===== src/hdl/fac_pkg.sv =====
// Shared types and constants for the frame autocorrelation block.
// No dependencies; every other file imports this package.
`default_nettype none

package fac_pkg;

    localparam int CFG_BITS = 5;
    localparam logic [CFG_BITS-1:0] LAG_COUNT_RESET = 5'd16;

    typedef enum logic [1:0] {
        ST_RUN,
        ST_FLUSH,
        ST_DRAIN
    } fac_state_t;

    typedef struct packed {
        logic shift;
        logic clear_taps;
        logic acc_en;
        logic drain;
        logic clear_acc;
    } fac_cell_ctl_t;

endpackage

`default_nettype wire


===== src/hdl/fac_ctrl.sv =====
// Frame sequencer: sample intake, flush of the last product, result drain.
// Depends on fac_pkg for the state type and the cell control struct.
`default_nettype none

module fac_ctrl
    import fac_pkg::*;
#(
    parameter int MAX_LAGS = 16,
    parameter int IDX_BITS = 4
) (
    input  wire logic                clk,
    input  wire logic                rst_n,
    input  wire logic                in_valid,
    input  wire logic                in_frame_end,
    output logic                     in_ready,
    output logic                     out_valid,
    input  wire logic                out_ready,
    output logic [IDX_BITS-1:0]      out_index,
    output logic                     out_last,
    input  wire logic [CFG_BITS-1:0] lag_count,
    output fac_cell_ctl_t            ctl
);

    localparam int MAXL_BITS = $clog2(MAX_LAGS + 1);
    localparam int CW = (MAXL_BITS > CFG_BITS) ? MAXL_BITS : CFG_BITS;
    localparam logic [CW-1:0] MAXL = CW'(MAX_LAGS);

    fac_state_t          state_reg, state_next;
    logic                pvalid_reg, pvalid_next;
    logic [IDX_BITS-1:0] cnt_reg, cnt_next;
    logic [CW-1:0]       lc_ext;
    logic [CW-1:0]       eff_m1;
    logic                in_beat;
    logic                out_beat;

    always_comb
    begin
        lc_ext = CW'(lag_count);
        if (lc_ext == '0)
        begin
            eff_m1 = '0;
        end
        else if (lc_ext > MAXL)
        begin
            eff_m1 = MAXL - CW'(1);
        end
        else
        begin
            eff_m1 = lc_ext - CW'(1);
        end
    end

    always_comb
    begin
        state_next  = state_reg;
        cnt_next    = cnt_reg;
        in_ready    = 1'b0;
        out_valid   = 1'b0;
        out_last    = (CW'(cnt_reg) == eff_m1);
        case (state_reg)
            ST_RUN:
            begin
                in_ready = 1'b1;
                if (in_valid && in_frame_end)
                begin
                    state_next = ST_FLUSH;
                end
            end
            ST_FLUSH:
            begin
                state_next = ST_DRAIN;
                cnt_next   = '0;
            end
            ST_DRAIN:
            begin
                out_valid = 1'b1;
                if (out_ready)
                begin
                    if (out_last)
                    begin
                        state_next = ST_RUN;
                        cnt_next   = '0;
                    end
                    else
                    begin
                        cnt_next = cnt_reg + IDX_BITS'(1);
                    end
                end
            end
            default:
            begin
                state_next = ST_RUN;
            end
        endcase

        in_beat        = in_ready && in_valid;
        out_beat       = out_valid && out_ready;
        pvalid_next    = in_beat;
        ctl.shift      = in_beat;
        ctl.clear_taps = in_beat && in_frame_end;
        ctl.acc_en     = pvalid_reg;
        ctl.drain      = out_beat && !out_last;
        ctl.clear_acc  = out_beat && out_last;
    end

    always_ff @(posedge clk or negedge rst_n)
    begin
        if (!rst_n)
        begin
            state_reg  <= ST_RUN;
            pvalid_reg <= 1'b0;
            cnt_reg    <= '0;
        end
        else
        begin
            state_reg  <= state_next;
            pvalid_reg <= pvalid_next;
            cnt_reg    <= cnt_next;
        end
    end

    assign out_index = cnt_reg;

endmodule

`default_nettype wire


===== config.mk =====
export PLATFORM = sky130hd
export DESIGN_NAME = fac_ctrl
export DESIGN_NICKNAME = d
export VERILOG_FILES = /design/src/hdl/fac_pkg.sv /design/src/hdl/fac_ctrl.sv
export SDC_FILE = /design/constraint.sdc
export NUM_CORES = 1
export LEC_CHECK = 0
export ABC_AREA = 1
export BUFFER_PORTS_ARGS = -buffer_cell sky130_fd_sc_hd__buf_2
export CAP_MARGIN = 20
export CORE_AREA = 2 2 39 41
export CTS_CLUSTER_SIZE = 8
export DETAILED_ROUTE_END_ITERATION = 7
export DIE_AREA = 0 0 41 43
export GPL_TIMING_DRIVEN = 0
export PLACE_DENSITY = 0.74
export RECOVER_POWER = 100
export REMOVE_ABC_BUFFERS = 1
export SETUP_SLACK_MARGIN = 0.15
export SLEW_MARGIN = 20
export SYNTH_ARGS = -nofsm -noshare
export SYNTH_HDL_FRONTEND = slang
export SYNTH_SLANG_ARGS = --single-unit

===== constraint.sdc =====
create_clock -name clk -period 1.5 [get_ports clk]
set_input_delay 0.075 -clock clk [delete_from_list [all_inputs] [get_ports clk]]
set_output_delay 0.075 -clock clk [all_outputs]
set_load 0.05 [all_outputs]

==> impl_metrics.csv <==
group,metric,value,unit
synthesis,synth_area_leader_cell,"dfrtp_1",
critical_path,worstPathMaxFanout,3,
timing,setup_viol_count_final,0,
timing,tns,0,ns
pwr,max-vdd-ir-drop,1.21,mV
timing,skew,0.00590,ns
clock_network,cts.sinks,7,
clock_network,cts_max_level,1,
detailed_routing,firstDrtPassIters,4,
die,start_util,0.418,
synthesis,synthesis.area,578,sq um
finish,largest_reg_flops,4,
synthesis,ys_types,16,
die,pin_count,22,
synthesis,synth_area_leaders,"dfrtp_1 (30%), nand2_1 (18%), nand3_1 (10%)",
placed_design,hpwl,928,microns
pwr,leakagePower,0.471,nW
detailed_routing,wl,1280,microns
min_path,hp-class,"input pin to register",
critical_path,arrival,1.42,ns
pwr,power_density,1820,mW/mm^2
detailed_routing,vias_per_cell,4.51,
critical_path,endpoint_kind,"primary output",
synthesis,ys_warn_count,0,
timing,period_minus_slack,1.49,ns
synthesis,synth_top_area_frac,0.303,
die,rows,14,
finish,post-route-util,0.584,
synthesis,synth_seq_area_share,0.303,
global_routing,antenna_found_initial,0,
critical_path,crit_type,"register to primary output",
clock_network,cts.clk_slew.worst_paths,0.06,ns
global_routing,grt_pass1_wl,1930,microns
detailed_routing,drcViolationCount,0,
die,fp.dieW,41,microns
placed_design,gp_congestion,0.758,
die,chipHeight,43,microns
critical_path,cp.required,1.42,ns
timing,tightest_slew,0.604,ns
clock_network,cts_buffers,3,
finish,areaGrowthSynthToFinish,39.8,%
clock_network,cts_max_path_buffers,2,
die,coreArea,0.00138,sq mm
detailed_routing,drt-initial-drc-count,9,
detailed_routing,num_vias,605,
timing,hold_viol_final,0,
finish,nets,131,
detailed_routing,wl_per_cell,9.56,microns
timing,maxSlewHeadroom,0.599,
finish,drive_above_1_share,0.364,
timing,rsz0062_at_grt,"yes",
placed_design,io_buffers,21,
clock_network,cts_tree,"yes",
synthesis,ys_ff_latch,7,
global_routing,grt_pass1_vias,554,
run_status,status,"complete, no violations",
timing,finalMaxSlewViolations,0,
clock_network,cts-root-buf,"clkbuf_4",
synthesis,synth_cells,88,
die,die_area,0.00176,sq mm
critical_path,crit_path_start_kind,"register",
global_routing,grt.total_usage,0.157,
global_routing,grt_max_degree,8,
synthesis,syn_area_per_cell,6.57,sq um
detailed_routing,drtAntennaViolNets,0,
global_routing,overflow,0,
job,drv_cap,0,
timing,fin_crit_sh,0.995,
finish,diodes,0,
clock_network,clock_latency,0.25,ns
timing,hold_ws,0.0659,ns
timing,max_freq,0.670,GHz
==> final timing paths <==
kind	depth (start not counted)	slack [ns]	start	endpoint
max	9	0.007	out_index[2]	ctl[1]
min	3	0.07	in_valid	pvalid_reg
max reg2reg	10	0.10	out_index[2]	out_index[3]
min reg2reg	2	0.54	state_reg[0]	state_reg[1]
max in group asynchronous	2	0.99	rst_n	out_index[2]
min in group asynchronous	2	0.23	rst_n	out_index[3]
==> repair_timing <==
action / CTS / global route
gates resized for setup: 8 / 13
endpoints found under the hold margin: 7 / 0
hold buffers: 1 / 0
setup endpoints to repair: 3 / 10
setup buffers: 3 / 3
pin swaps: 3 / 5
==> synthesized netlist by cell type <==
cell	instances
nand3b_1	1
dfrtp_1	7
nand3_2	2
nor2_4	1
nor2_2	3
nand2_1	28
nor2_1	6
nand4_1	1
nand3_1	12
inv_2	2
nand2_4	1
nand2_2	3
xor2_1	2
buf_4	2
inv_1	15
ha_1	2
==> worst max-delay path, cell delays in order (launching register included) <==
cell	delay, ns
dfrtp_2	0.42
inv_2	0.05
nand4_1	0.08
nand2_1	0.09
nand3_2	0.09
nor2_4	0.12
nand2_4	0.08
inv_4	0.06
nor2_2	0.03
buf_6	0.15
==> cell families (layout without fill, tap and decap cells) <==
group,after synthesis,in the layout,share of synthesized area
flip-flops,7,7,0.303
AND/OR/NAND/NOR,58,58,0.487
adder cells (fa/ha/maj),2,2,0.0433
XOR/XNOR,2,2,0.0303
buffers and inverters,19,49,0.136
==> area by class of cell <==
| class | count | area (sq um) |
|---|---|---|
| multi-input combinational | 62 | 342 |
| tap | 16 | 20.0 |
| timing repair buffer | 28 | 175 |
| fill | 135 | 576 |
| inverter | 17 | 66.3 |
| clock buffer | 3 | 22.5 |
| clock inverter | 1 | 5.00 |
| sequential | 7 | 178 |
==> per-layer routing <==
metal,wire [microns],vias up,track usage
li1,-,327,-
met2,712,17,0.259
met5,0,-,0
met3,56,0,0.0314
met1,512,261,0.180
met4,0,0,0.0800
==> where the power goes <==
group | internal, W | switching (W) | leakage [nW]
Combinational | 0.000268 | 0.000702 | 0.365
Sequential | 0.000267 | 0.0000655 | 0.0882
Clock | 0.0000972 | 0.0000686 | 0.0177
==> cell usage in the layout, fill, tap and decap left out <==
cell type / count
nand3b_1: 1
dfrtp_2: 2
inv_2: 2
nand2_1: 28
buf_6: 4
inv_4: 1
nand2_2: 3
nor2_2: 2
xor2_1: 2
ha_1: 1
nand2_4: 1
dfrtp_1: 5
buf_4: 5
clkbuf_4: 3
nand4_1: 1
dlygate4sd3_1: 1
nand3_2: 4
clkbuf_2: 3
nor2_1: 6
buf_2: 9
clkinv_2: 1
nand3_1: 10
inv_1: 14
ha_2: 1
clkbuf_1: 6
nor2_4: 2
==> through the flow <==
step	total power, W	worst slack [ns]	cell area (sq um)	std cells
2_1_floorplan	0.00102	-0.629	563	86
3_3_place_gp	0.00118	-0.0287	688	123
3_5_place_dp	0.00120	-0.0598	688	123
4_1_cts	0.00142	-0.0157	768	131
5_1_grt	0.00158	-0.117	808	134
6_report	0.00147	0.00738	808	134
(Power assumes the default switching activity.)
