**config.mk**
```make
export PLATFORM = sky130hd
export DESIGN_NAME = fac_cell
export DESIGN_NICKNAME = d
export VERILOG_FILES = /design/src/hdl/fac_pkg.sv /design/src/hdl/fac_cell.sv
export SDC_FILE = /design/constraint.sdc
export NUM_CORES = 1
export LEC_CHECK = 0
export BUFFER_PORTS_ARGS = -buffer_cell sky130_fd_sc_hd__buf_4
export CAP_MARGIN = 25
export CORE_UTILIZATION = 50
export DETAILED_ROUTE_END_ITERATION = 12
export HOLD_SLACK_MARGIN = 0.15
export PLACE_DENSITY = 0.69
export SLEW_MARGIN = 20
export SYNTH_ARGS = -nofsm -noshare
export SYNTH_HDL_FRONTEND = slang
export SYNTH_SLANG_ARGS = --single-unit
```
**constraint.sdc**
```tcl
create_clock -name clk -period 4.9 [get_ports clk]
set_input_delay 0.49 -clock clk [delete_from_list [all_inputs] [get_ports clk]]
set_output_delay 0.49 -clock clk [all_outputs]
set_load 0.01 [all_outputs]
```
**src/hdl/fac_pkg.sv**
```systemverilog
// Shared types and constants for the frame autocorrelation block.
// No dependencies; every other file imports this package.
`default_nettype none

package fac_pkg;

    localparam int CFG_BITS = 5;
    localparam logic [CFG_BITS-1:0] LAG_COUNT_RESET = 5'd16;

    typedef enum logic [1:0] {
        ST_RUN,
        ST_FLUSH,
        ST_DRAIN
    } fac_state_t;

    typedef struct packed {
        logic shift;
        logic clear_taps;
        logic acc_en;
        logic drain;
        logic clear_acc;
    } fac_cell_ctl_t;

endpackage

`default_nettype wire

```
**src/hdl/fac_cell.sv**
```systemverilog
// One lag cell: delay tap, product register and saturating accumulator.
// Depends on fac_pkg for the cell control struct.
`default_nettype none

module fac_cell
    import fac_pkg::*;
#(
    parameter int SAMPLE_BITS = 16,
    parameter int SUM_BITS    = 48
) (
    input  wire logic                          clk,
    input  wire logic                          rst_n,
    input  wire fac_cell_ctl_t                 ctl,
    input  wire logic signed [SAMPLE_BITS-1:0] x,
    input  wire logic signed [SAMPLE_BITS-1:0] tap_in,
    output logic signed [SAMPLE_BITS-1:0]      tap_out,
    input  wire logic signed [SUM_BITS-1:0]    acc_right,
    output logic signed [SUM_BITS-1:0]         acc_out
);

    localparam int PROD_BITS = 2 * SAMPLE_BITS;
    localparam int WIDE_BITS = ((PROD_BITS > SUM_BITS) ? PROD_BITS : SUM_BITS) + 1;

    localparam logic signed [WIDE_BITS-1:0] SUM_HI =
        WIDE_BITS'((64'sd1 <<< (SUM_BITS - 1)) - 64'sd1);
    localparam logic signed [WIDE_BITS-1:0] SUM_LO = -SUM_HI - WIDE_BITS'(1);

    logic signed [SAMPLE_BITS-1:0] tap_reg, tap_next;
    logic signed [PROD_BITS-1:0]   prod_reg, prod_next;
    logic signed [SUM_BITS-1:0]    acc_reg, acc_next;
    logic signed [WIDE_BITS-1:0]   wide_sum;
    logic signed [SUM_BITS-1:0]    sat_sum;

    always_comb
    begin
        wide_sum = WIDE_BITS'(acc_reg) + WIDE_BITS'(prod_reg);
        if (wide_sum > SUM_HI)
        begin
            sat_sum = SUM_BITS'(SUM_HI);
        end
        else if (wide_sum < SUM_LO)
        begin
            sat_sum = SUM_BITS'(SUM_LO);
        end
        else
        begin
            sat_sum = SUM_BITS'(wide_sum);
        end
    end

    always_comb
    begin
        tap_next  = tap_reg;
        prod_next = prod_reg;
        acc_next  = acc_reg;
        if (ctl.shift)
        begin
            prod_next = PROD_BITS'(x) * PROD_BITS'(tap_in);
            tap_next  = tap_in;
        end
        if (ctl.clear_taps)
        begin
            tap_next = '0;
        end
        if (ctl.clear_acc)
        begin
            acc_next = '0;
        end
        else if (ctl.drain)
        begin
            acc_next = acc_right;
        end
        else if (ctl.acc_en)
        begin
            acc_next = sat_sum;
        end
    end

    always_ff @(posedge clk or negedge rst_n)
    begin
        if (!rst_n)
        begin
            tap_reg <= '0;
            acc_reg <= '0;
        end
        else
        begin
            tap_reg <= tap_next;
            acc_reg <= acc_next;
        end
    end

    always_ff @(posedge clk)
    begin
        prod_reg <= prod_next;
    end

    assign tap_out = tap_reg;
    assign acc_out = acc_reg;

endmodule

`default_nettype wire

```
==> results of run 1 <==
-- cell type report --
| class | instances | area [sq um] |
|---|---|---|
| fill | 2720 | 12100 |
| clock inverter | 6 | 47.5 |
| sequential | 96 | 2560 |
| multi-input combinational | 1315 | 13200 |
| clock buffer | 10 | 239 |
| inverter | 331 | 1240 |
| timing repair buffer | 337 | 2860 |
| tap | 442 | 553 |
-- cell usage after synthesis (all sizes together) (37+ instances only) --
master  number  share of area (%)
o22ai       42                1.6
a21oi       93                2.9
o21ai       51                1.6
xnor2       55                2.9
nand2      190                4.3
clkbuf      53                1.2
nor2        76                1.7
inv        330                7.4
ha         130                9.7
fa         263                 31
a211oi      37                2.6
dfrtp       64                9.5
and2       138                5.2
-- layer usage --
metal | routed length (um) | part of all wire, %
met5 | 0 | 0
met4 | 1260 | 3.0
met2 | 21200 | 50
met1 | 18600 | 43
met3 | 1730 | 4.0
-- stage by stage --
step / hold slack [ns] / worst slack [ns]
4_1_cts: 0.260 / -0.810
5_1_grt: 0.307 / -1.07
3_3_place_gp: 0.504 / -1.25
3_5_place_dp: 0.513 / -1.33
6_report: 0.228 / -0.827
2_1_floorplan: 0.194 / -1.01
-- cells by family after synthesis --
logic type / Yosys count / share of synthesized area, %
muxes: 17 / 1.01
DFF: 96 / 15.3
AOI/OAI and AO/OA: 339 / 14.5
adders and majority gates: 393 / 41.1
and+or+nand+nor: 490 / 14.3
xor gates and xnor gates: 76 / 3.97
buffers and inverters: 416 / 9.85
-- worst reg2reg max path: stages (launching register included) --
cell	delay (ns)
edfxtp_1	0.46
ha_1	0.27
inv_1	0.07
fa_1	0.37
nand2b_1	0.21
a21oi_2	0.17
o21a_2	0.19
a31oi_1	0.14
o21ai_2	0.28
o211ai_2	0.19
a2111oi_4	0.46
or3_1	0.37
buf_4	0.32
and2_1	0.17
o21ai_1	0.08
a21oi_1	0.15
-- final timing paths --
| kind | from | to | slack (ns) | cells after the start |
|---|---|---|---|---|
| worst min-delay path | rst_n | tap_out[2] | 0.23 | 1 |
| max in group asynchronous | rst_n | acc_out[26] | 4.07 | 1 |
| worst min register to register | tap_out[10] | tap_out[10] | 0.52 | 2 |
| worst max register to register | prod_reg[0] | acc_out[34] | 0.91 | 15 |
| worst max-delay path | x[15] | prod_reg[31] | -0.83 | 20 |
| min in group clk | acc_right[45] | acc_out[45] | 0.36 | 3 |
-- repair_timing --
action | in CTS | in global routing
pin swaps | 68 | 56
buffers inserted | 30 | 10
resized for setup | 126 | 61
setup endpoints to repair | 18 | 18
cloned | 0 | 2
==> qor.csv, run 1 <==
stage,metric,value,unit
cts,TritonCTS Buffers,9,
synthesis,Post-synth EDFFs,32,
drt,First-pass DRT Iterations,6,
sta,highest clock rate,175,MHz
critical_path,buffers and inverters on the worst path,3,
floorplanning,Initial Util,51.2,%
global_routing,grt peak-use layer,met2,
finish,"commonest non-fill, non-tap cell in the layout",inv_1,
drt,via count,13534,
placed_design,hpwl dp,34600,um
synthesis,Most used DFF post-synth,dfrtp_1,
sta,Worst Tran Pin Value,0.891,ns
synthesis,Syn Inst Count,1827,
floorplanning,chip width,185,um
critical_path,CP arrival,5.84,ns
finish,area delta synth->final,23.2,%
global_routing,GRT overflow,0,
cts,root buffer cell,clkbuf_16,
critical_path,Crit-path slowest cell,fa_2,
global_routing,met1 Use GR,33.4,%
sta,Fin Setup TNS,-8.84,ns
cts,Clock Pin Slew Worst Setup and Hold Paths,0.08,ns
finish,most frequent cells in the layout,"305 x inv_1, 280 x buf_4, 243 x fa_1",
outcome,violated checks,negative setup slack,
drt,average wire per standard cell,16.8,um
global_routing,met3 Usage GRT,2.93,%
sta,RSZ-0062 raised after global routing,yes,
cts,CTS tree,yes,
floorplanning,core area,0.0328,sq mm
cts,H-tree Lvls,3,
drt,final wirelength,42700,um
sta,setup slack after layout,-0.827,ns
critical_path,kind of critical path,primary input to flip-flop,
sta,Setup Skew,0.0168,ns
critical_path,"Critical Path, Cell by Cell",buf_6 > and2_4 > fa_2 > fa_2 > fa_1 > fa_1 > fa_1 > inv_1 > fa_1 > inv_1 > ha_4 > a21o_1 > a21oi_2 > nor2b_1 > or2_4 > nor3_2 > o21ai_2 > a31o_2 > a21oi_2 > xnor2_1,
sta,Final Hold Vio Count,0,
finish,final std cells w/o fill,2537,
drt,# DRC,0,
sta,Max Slew Vio Count,0,
sta,"Setup violations, final",18,
sta,Max transition margin,40.6,%
global_routing,largest net degree at the start of global routing,65,
outcome,status,finished with violations,
synthesis,asr flop ratio synth,66.7,%
cts,"Clk Latency, worst-skew pair",0.38,ns
placed_design,Final Wtd Congestion,0.923,
cts,hold-fix buffer count after cts,0,
critical_path,Crit path max-delay family,adder cells,
cts,CTS max path bufs,2,
finish,share of cells above drive strength 1,26.3,%
finish,diode count,0,
synthesis,syn nets,2307,
drt,Detail Route Antenna Nets,0,
critical_path,"slowest stage delay, CP",0.68,ns
floorplanning,# rows,66,
critical_path,worst endpoint required time,5.02,ns
synthesis,Mapped Avg Cell Area,9.18,sq um
global_routing,initial antenna violation count,0,
worst_hold_path,Hold Crit Class,primary input to async pin,
drt,vias per cell,5.33,
synthesis,post-synthesis sequential area ratio,15.3,%
critical_path,Worst Setup Start Kind,primary input,
cts,# clock sinks,96,
synthesis,Synth Warn #,0,
global_routing,first-pass GRT wire length,70300,um
floorplanning,Die H,185,um
finish,max FFs per register,48,
finish,Layout Utilization,63.0,%
sta,min Tclk post-route,5.73,ns
global_routing,vias in the first global route,14327,
placed_design,dpl cells,2494,
job,Max-cap violations,0,
floorplanning,die area,0.0343,sq mm
finish,post-route cell area,0.0207,sq mm
global_routing,Global Route Usage Sum,26.1,%
placed_design,Placed Instance Area,0.0195,sq mm
synthesis,"flops & latches, synth",96,
floorplanning,# IOs,151,
critical_path,Critical Path Fanout Max,11,
global_routing,GRT met2 Usage,45.8,%
drt,initial DRC count,641,
critical_path,CP endpoint kind,flip-flop,
synthesis,Netlist cell types,76,
critical_path,most frequent CP cell,fa_1,
sta,period utilisation layout,117,%
placed_design,PortBufs,150,
synthesis,mapped cell area,0.0168,sq mm
finish,Layout Nets,2570,
Power of run 1 is left out: the tool's default activity adds up to more than one toggle a clock period on the data nets, which glitch-free logic cannot reach.
==> run 2: changes to the inputs <==
--- a/config.mk
+++ b/config.mk
@@ -11,7 +11,8 @@
 export DETAILED_ROUTE_END_ITERATION = 12
 export HOLD_SLACK_MARGIN = 0.15
 export PLACE_DENSITY = 0.69
-export SLEW_MARGIN = 20
+export SKIP_LAST_GASP = 1
+export SLEW_MARGIN = 30
 export SYNTH_ARGS = -nofsm -noshare
 export SYNTH_HDL_FRONTEND = slang
 export SYNTH_SLANG_ARGS = --single-unit
==> qor.csv, run 2 (synthesized netlist as in run 1, its figures left out) <==
stage,metric,value,unit
sta,min Tclk post-route,5.75,ns
worst_hold_path,Hold Crit Class,primary input to async pin,
global_routing,first-pass GRT wire length,70000,um
critical_path,R2R depth,14,
global_routing,vias in the first global route,14310,
cts,CTS tree,yes,
finish,most frequent cells in the layout,"311 x inv_1, 287 x buf_4, 248 x fa_1",
cts,CTS max path bufs,2,
critical_path,kind of critical path,primary input to flip-flop,
floorplanning,# rows,66,
sta,RSZ-0062 raised after global routing,yes,
sta,Max Slew Vio Count,0,
global_routing,initial antenna violation count,0,
global_routing,GRT met2 Usage,45.5,%
drt,average wire per standard cell,16.5,um
floorplanning,core area,0.0328,sq mm
cts,hold-fix buffer count after cts,0,
finish,"commonest non-fill, non-tap cell in the layout",inv_1,
floorplanning,die area,0.0343,sq mm
sta,highest clock rate,174,MHz
drt,# DRC,0,
critical_path,Reg-to-Reg Start,prod_reg[0],
drt,Detail Route Antenna Nets,0,
critical_path,most frequent CP cell,fa_1,
outcome,status,finished with violations,
finish,diode count,0,
global_routing,met3 Usage GRT,2.46,%
cts,H-tree Lvls,3,
floorplanning,Die H,185,um
global_routing,Global Route Usage Sum,25.9,%
sta,Worst Tran Pin Value,0.811,ns
cts,TritonCTS Buffers,9,
finish,Layout Nets,2560,
critical_path,buffers and inverters on the worst path,6,
sta,Max transition margin,45.7,%
critical_path,Worst Setup Start Kind,primary input,
critical_path,Crit path max-delay family,adder cells,
critical_path,worst endpoint required time,5.02,ns
global_routing,met1 Use GR,33.3,%
sta,Fin Setup TNS,-9.14,ns
sta,setup slack after layout,-0.845,ns
sta,"Setup violations, final",18,
critical_path,Critical Path Fanout Max,8,
placed_design,PortBufs,150,
drt,final wirelength,41700,um
floorplanning,Initial Util,51.2,%
sta,Final Hold Vio Count,0,
cts,Clock Pin Slew Worst Setup and Hold Paths,0.07,ns
outcome,violated checks,negative setup slack,
critical_path,Reg2Reg Setup Slack,0.93,ns
critical_path,"slowest stage delay, CP",0.55,ns
drt,initial DRC count,655,
finish,area delta synth->final,21.5,%
floorplanning,# IOs,151,
placed_design,Final Wtd Congestion,0.923,
cts,"Clk Latency, worst-skew pair",0.38,ns
critical_path,CP endpoint kind,flip-flop,
finish,Layout Utilization,62.2,%
sta,Setup Skew,0.0142,ns
global_routing,GRT overflow,0,
global_routing,grt peak-use layer,met2,
finish,share of cells above drive strength 1,24.7,%
drt,First-pass DRT Iterations,6,
drt,via count,13409,
floorplanning,chip width,185,um
job,Max-cap violations,0,
cts,root buffer cell,clkbuf_16,
finish,max FFs per register,48,
critical_path,reg-to-reg endpoint,acc_out[10],
global_routing,largest net degree at the start of global routing,65,
cts,# clock sinks,96,
critical_path,Crit-path slowest cell,fa_1,
placed_design,hpwl dp,34600,um
critical_path,CP arrival,5.87,ns
drt,vias per cell,5.31,
sta,period utilisation layout,117,%
## run 2: cell count changes in the layout (fill, tap and decap cells not counted), moves of 5 or more
cell	previous run	this run
buf_6	43	30
buf_4	280	287
inv_1	305	311
inv_2	25	19
fa_1	243	248
fa_2	20	15
## run 2: cell type report
cell class / instances / area (sq um)
multi-input combinational: 1315 / 13100
fill: 2773 / 12400
timing repair buffer: 327 / 2690
sequential: 96 / 2560
inverter: 331 / 1240
tap: 442 / 553
clock buffer: 10 / 239
clock inverter: 6 / 47.5
## run 2: how the worst max path moves through the flow
stage | from | endpoint | slack (ns) | cells after the start
3_3_place_gp | x[7] | prod_reg[31] | -1.25 | 25
6_report | tap_in[4] | prod_reg[28] | -0.85 | 25
4_1_cts | x[15] | prod_reg[31] | -0.82 | 22
2_1_floorplan | tap_in[5] | prod_reg[31] | -1.01 | 24
3_5_place_dp | x[7] | prod_reg[31] | -1.33 | 25
5_1_grt | tap_in[4] | prod_reg[28] | -1.14 | 25
## run 2: what timing repair did
item / CTS / global route
gates resized for setup: 111 / 26
buffers inserted: 30 / 6
setup endpoints to repair: 18 / 18
pin swaps: 68 / 39
## run 2: stage by stage
stage | hold slack, ns | cell area, sq um | std cells | setup WS [ns]
after CTS | 0.260 | 20300 | 2531 | -0.816
after floorplan | 0.194 | 17100 | 1827 | -1.01
after detailed placement | 0.513 | 19500 | 2494 | -1.33
after global routing | 0.172 | 20400 | 2527 | -1.14
after global placement | 0.504 | 19500 | 2494 | -1.25
final | 0.118 | 20400 | 2527 | -0.845
## run 2: layer usage
layer  vias up  share of wire (%)
met1      6633                 44
met5         -                  0
met2       336                 50
li1       6378                  -
met4         0                2.7
met3        62                3.7
Power of run 2 is left out for the same reason.
